$ cat src/rtl/isolation_forest_leaf_code_packer_macros.svh
// Assertion macros shared by the leaf code packer modules.
`ifndef ISOLATION_FOREST_LEAF_CODE_PACKER_MACROS_SVH
`define ISOLATION_FOREST_LEAF_CODE_PACKER_MACROS_SVH

// Checks an implication on every rising clock edge outside reset.
`define IFLCP_ASSERT(lbl, prop, msg) \
    lbl: assert property (@(posedge clk) disable iff (!rst_n) prop) else $error(msg);

// Checks that a condition never holds outside reset.
`define IFLCP_NEVER(lbl, cond, msg) \
    `IFLCP_ASSERT(lbl, !(cond), msg)

`endif

$ cat src/rtl/iflcp_pkg.sv
package iflcp_pkg;

    localparam int MAX_TREES      = 64;
    localparam int NODES_PER_TREE = 512;
    localparam int FEATURES       = 128;
    localparam int DEPTH_LIMIT    = 8;

    localparam int TREE_W  = 6;
    localparam int NODE_W  = 9;
    localparam int FEAT_W  = 7;
    localparam int DEPTH_W = 4;

    // Configuration register indexes.
    localparam logic REG_TREE_COUNT = 1'b0;
    localparam logic REG_PACK_MODE  = 1'b1;

    // Packing modes.
    localparam logic [1:0] PACK_BYTE   = 2'd0;
    localparam logic [1:0] PACK_NIBBLE = 2'd1;
    localparam logic [1:0] PACK_PAIR   = 2'd2;
    localparam logic [1:0] PACK_BIT    = 2'd3;

    // One stored tree node.
    typedef struct packed {
        logic               is_leaf;
        logic [FEAT_W-1:0]  test_feature;
        logic signed [31:0] threshold;
        logic [NODE_W-1:0]  left_child;
        logic [NODE_W-1:0]  right_child;
        logic [7:0]         leaf_label;
    } node_t;

    // Commands from the controller to the datapath.
    typedef struct packed {
        logic take;       // a transaction is accepted this cycle
        logic eval_init;  // begin a new evaluation
        logic node_rd;    // read the current node
        logic feat_rd;    // read the feature tested by the node
        logic step;       // move to the chosen child
        logic tree_done;  // store the label of the current tree
        logic tree_err;   // the current walk failed
        logic pack_init;  // begin packing
        logic lab_rd;     // read the next label
        logic pack_acc;   // merge the label into the code byte
    } cmd_t;

    // Status from the datapath to the controller.
    typedef struct packed {
        logic node_leaf;
        logic depth_done;
        logic tree_last;
        logic lab_last;
    } status_t;

endpackage

$ cat src/rtl/iflcp_ctrl.sv
`include "isolation_forest_leaf_code_packer_macros.svh"

module iflcp_ctrl
    import iflcp_pkg::*;
(
    input  logic    clk,
    input  logic    rst_n,
    input  logic    start,
    input  logic    kind,
    input  logic    last_feature,
    input  status_t status,
    output logic    busy,
    output cmd_t    cmd
);

    localparam logic [2:0] S_IDLE = 3'd0;
    localparam logic [2:0] S_NODE = 3'd1;
    localparam logic [2:0] S_NCHK = 3'd2;
    localparam logic [2:0] S_FCHK = 3'd3;
    localparam logic [2:0] S_PRD  = 3'd4;
    localparam logic [2:0] S_PACC = 3'd5;

    logic [2:0] state_reg;
    logic [2:0] state_next;

    // State register.
    always_ff @(posedge clk or negedge rst_n)
    begin
        if (!rst_n)
        begin
            state_reg <= S_IDLE;
        end
        else
        begin
            state_reg <= state_next;
        end
    end

    assign busy = (state_reg != S_IDLE);

    // Next state and command decode.
    always_comb
    begin
        state_next = state_reg;
        cmd        = '0;
        case (state_reg)
            S_IDLE:
            begin
                cmd.take = start;
                if (start && kind && last_feature)
                begin
                    cmd.eval_init = 1'b1;
                    state_next    = S_NODE;
                end
            end
            S_NODE:
            begin
                cmd.node_rd = 1'b1;
                state_next  = S_NCHK;
            end
            S_NCHK:
            begin
                if (status.node_leaf || status.depth_done)
                begin
                    cmd.tree_done = 1'b1;
                    cmd.tree_err  = !status.node_leaf;
                    if (status.tree_last)
                    begin
                        cmd.pack_init = 1'b1;
                        state_next    = S_PRD;
                    end
                    else
                    begin
                        state_next = S_NODE;
                    end
                end
                else
                begin
                    cmd.feat_rd = 1'b1;
                    state_next  = S_FCHK;
                end
            end
            S_FCHK:
            begin
                cmd.step   = 1'b1;
                state_next = S_NODE;
            end
            S_PRD:
            begin
                cmd.lab_rd = 1'b1;
                state_next = S_PACC;
            end
            S_PACC:
            begin
                cmd.pack_acc = 1'b1;
                state_next   = status.lab_last ? S_IDLE : S_PRD;
            end
            default:
            begin
                state_next = S_IDLE;
            end
        endcase
    end

    // An evaluation start always leaves the idle state.
    `IFLCP_ASSERT(a_eval_busy, cmd.eval_init |=> busy, "evaluation did not start")
    // A feature compare always follows a node check.
    `IFLCP_ASSERT(a_fchk_order, state_reg == S_FCHK |-> $past(state_reg) == S_NCHK, "bad walk order")

endmodule

$ cat config.mk
export PLATFORM = sky130hd
export DESIGN_NAME = iflcp_ctrl
export DESIGN_NICKNAME = d
export VERILOG_FILES = /design/src/rtl/iflcp_pkg.sv /design/src/rtl/iflcp_ctrl.sv
export VERILOG_INCLUDE_DIRS = /design/src /design/src/rtl
export SDC_FILE = /design/constraint.sdc
export NUM_CORES = 1
export LEC_CHECK = 0
export ABC_CLOCK_PERIOD_IN_PS = 1300
export BUFFER_PORTS_ARGS = -buffer_cell sky130_fd_sc_hd__buf_2
export CAP_MARGIN = 10
export CORE_AREA = 2 2 39 41
export DETAILED_ROUTE_END_ITERATION = 8
export DIE_AREA = 0 0 41 43
export PLACE_DENSITY_LB_ADDON = 0.08
export SLEW_MARGIN = 30
export SYNTH_ARGS = -nofsm -noshare
export SYNTH_HDL_FRONTEND = slang
export SYNTH_SLANG_ARGS = --single-unit
$ cat constraint.sdc
create_clock -name clk -period 1.3 [get_ports clk]
set_input_delay 0.065 -clock clk [delete_from_list [all_inputs] [get_ports clk]]
set_output_delay 0.065 -clock clk [all_outputs]
set_load 0.1 [all_outputs]
==> flow_metrics.py <==
metrics = {
    "finish": {
        "layout-drive-gt1-share_pct": 69.0,
        "syn_to_final_growth_pct": 160,
        "diodes": 0,
        "layout_commonest_cell": "buf_12",
        "largest_reg_flops": 3,
        "final_cell_mix": "buf_12, buf_2",
        "fin_nets": 68,
        "fillCellCount": 136,
        "final_area_sq_um": 651,
    },
    "synth": {
        "ys_ff_latch": 3,
        "syn-cell-area_sq_um": 250,
        "yosysSeqAreaShare_pct": 30.0,
        "synth.distinct_cells": 19,
        "avgSynthCellArea_sq_um": 7.82,
        "syn_inst": 32,
        "yosys_warnings": 0,
        "synth_fp_nets": 41,
    },
    "global_route": {
        "grt_pass1_vias": 347,
        "grt_max_degree": 11,
        "grt_remaining_overflow": 0,
        "grt_pass1_wl_um": 1350,
        "antenna_found_initial": 0,
        "track_usage_pct": 11.4,
    },
    "worst_setup_path": {
        "cp_max_fo": 3,
        "worst-path-buf-inv": 1,
        "crit_required_ns": 1.24,
        "slowest_delay_ns": 0.42,
        "crit_path_top_delay_cell": "or3_4",
        "end_kind": "output port",
        "critical_path_class": "flip-flop to output port",
        "cp_cell_sequence": "or3_4 -> nor2_4 -> buf_12",
        "startpoint_type": "flip-flop",
        "arrival_ns": 1.31,
        "crit_family": "simple AND/OR/NAND/NOR gates",
    },
    "sta": {
        "drv_slew": 0,
        "fmax_mhz": 725,
        "tightest_slew_ns": 0.401,
        "setup_viol": 7,
        "skew_ns": 0.000236,
        "rsz0062_at_grt": "true",
        "maxSlewHeadroom_pct": 73.0,
        "period_minus_slack_ns": 1.38,
        "hold_violations": 0,
        "finalCritPeriodShare_pct": 106,
        "finalWorstSetupSlack_ns": -0.0793,
    },
    "pwr": {
        "finalPower_uw": 1650,
        "clkPwrFrac_pct": 9.7,
        "sw_frac_of_total_pct": 58.6,
        "vdd.ir_drop.worst_mv": 1.22,
        "p_int_uw": 682,
        "switchingPower_uw": 964,
        "power.density_nw_per_um2": 2530,
        "pwr-share-comb_pct": 81.5,
        "pwr-share-seq_pct": 8.9,
        "p_leak_uw": 0.000267,
    },
    "run_status": {
        "status": "complete, but fails checks",
        "violations": "setup timing",
    },
    "placed_design": {
        "routabilityCongestion": 0.741,
        "pre_cts_ws_ns": 0.115,
        "portBuffers": 19,
        "place_area_sq_um": 587,
        "post-dp-hpwl_um": 673,
    },
    "route": {
        "dr_total_vias": 323,
        "detail-route-antenna-nets": 0,
        "drc_errors": 0,
        "vias_per_cell": 4.36,
        "wl_um": 828,
        "drtPass1Iterations": 2,
        "first_iter_violations": 1,
        "wl_per_cell_um": 11.2,
    },
    "clock_tree": {
        "clock_insertion_delay_worst_skew_ns": 0.23,
        "cts_inserted_buffers": 3,
        "cts_tree": "built",
        "cts.sinks": 3,
        "clkTransAtPathRegs_ns": 0.04,
        "cts.htree.levels": 1,
        "clock_path_buffers": 2,
        "clock_tree.root_cell": "clkbuf_4",
    },
    "die": {
        "die-area_sq_um": 1760,
        "rows": 14,
        "die_h_um": 43,
        "die_x_um": 41,
        "initial_core_util_pct": 18.1,
        "core_sq_um": 1380,
        "io_pins": 20,
    },
    "hold_path": {
        "hp-class": "input port to asynchronous set/reset pin",
    },
    "job": {
        "max_cap_viol_count": 0,
    },
}
## through the flow
step / cells / TNS [ns] / util (%) / hold slack [ns]
2_1_floorplan: 32 / -2.76 / - / -0.231
3_3_place_gp: 68 / 0 / 42.4 / -0.136
3_5_place_dp: 68 / 0 / 42.4 / -0.134
4_1_cts: 74 / -0.515 / 46.6 / 0.154
5_1_grt: 74 / -0.864 / 47.0 / 0.167
6_report: 74 / -0.365 / 47.0 / 0.160
## worst paths after layout
| kind | from | slack, ns | cells after the start | endpoint |
|---|---|---|---|---|
| max in group asynchronous | rst_n | 1.03 | 2 | state_reg[0] |
| worst max register to register | state_reg[1] | 0.24 | 4 | state_reg[2] |
| worst min-delay path | rst_n | 0.16 | 2 | state_reg[1] |
| worst max-delay path | state_reg[0] | -0.08 | 3 | cmd[9] |
| min in group clk | status[0] | 0.17 | 3 | state_reg[2] |
| worst min register to register | state_reg[1] | 0.64 | 2 | state_reg[0] |
## cell families (layout without fill, tap and decap cells)
family,count (synthesis),after routing,synth area share (%)
AND/OR/NAND/NOR,19,19,45.5
flip-flops,3,3,30.0
buffers and inverters,5,31,11.0
AO/OA/AOI/OAI,5,5,13.5
## area by class of cell
type / count / area [sq um] / share of cell area (%)
inverter: 3 / 13.8 / 2.12
multi-input combinational: 24 / 216 / 33.3
clock buffer: 4 / 26.3 / 4.04
timing repair buffer: 24 / 299 / 46.0
sequential: 3 / 75.1 / 11.5
tap: 16 / 20.0 / 3.08
## routing by layer
metal	up-vias	routed length [um]	track usage [%]
li1	167	-	-
met3	0	54	2.09
met4	0	0	8.00
met1	143	359	15.3
met2	13	413	15.6
met5	-	0	0
## cell usage after synthesis
cell / n / share of area (%)
nand3_1: 2 / 4.0
nand2b_4: 1 / 5.5
nor3_1: 1 / 2.0
o32ai_1: 1 / 3.5
a21oi_1: 1 / 2.0
and3_2: 2 / 6.0
nor2_1: 5 / 7.5
inv_1: 3 / 4.5
dfrtp_1: 3 / 30
buf_2: 1 / 2.0
o21ai_0: 1 / 2.0
buf_6: 1 / 4.5
nor3_2: 1 / 4.0
or3_4: 1 / 4.5
a31o_2: 1 / 3.5
nor2_2: 1 / 2.5
nor4_1: 2 / 5.0
a31oi_1: 1 / 2.5
nand2_1: 3 / 4.5
## timing repair
| action | CTS | global route |
|---|---|---|
| buffers inserted | 1 | 0 |
| hold buffers | 1 | 0 |
| endpoints found under the hold margin | 3 | 0 |
| pin swaps | 3 | 2 |
| resized for setup | 5 | 2 |
| setup endpoints to repair | 11 | 11 |
## power groups by stage
stage,sequential (uW),clock (uW),combinational [uW]
floorplan,150,0,914
finish,146,159,1340
global route,150,173,1390
detailed placement,150,0,1290
CTS,144,166,1340
global placement,151,0,1280
## worst reg2reg max path, cell delays in order (launching register included)
cell and delay [ns]:
dfrtp_1 0.38, buf_6 0.14, nand2b_4 0.13, nor3_4 0.07, a31o_2 0.23
Power figures use the tool's default switching activity.
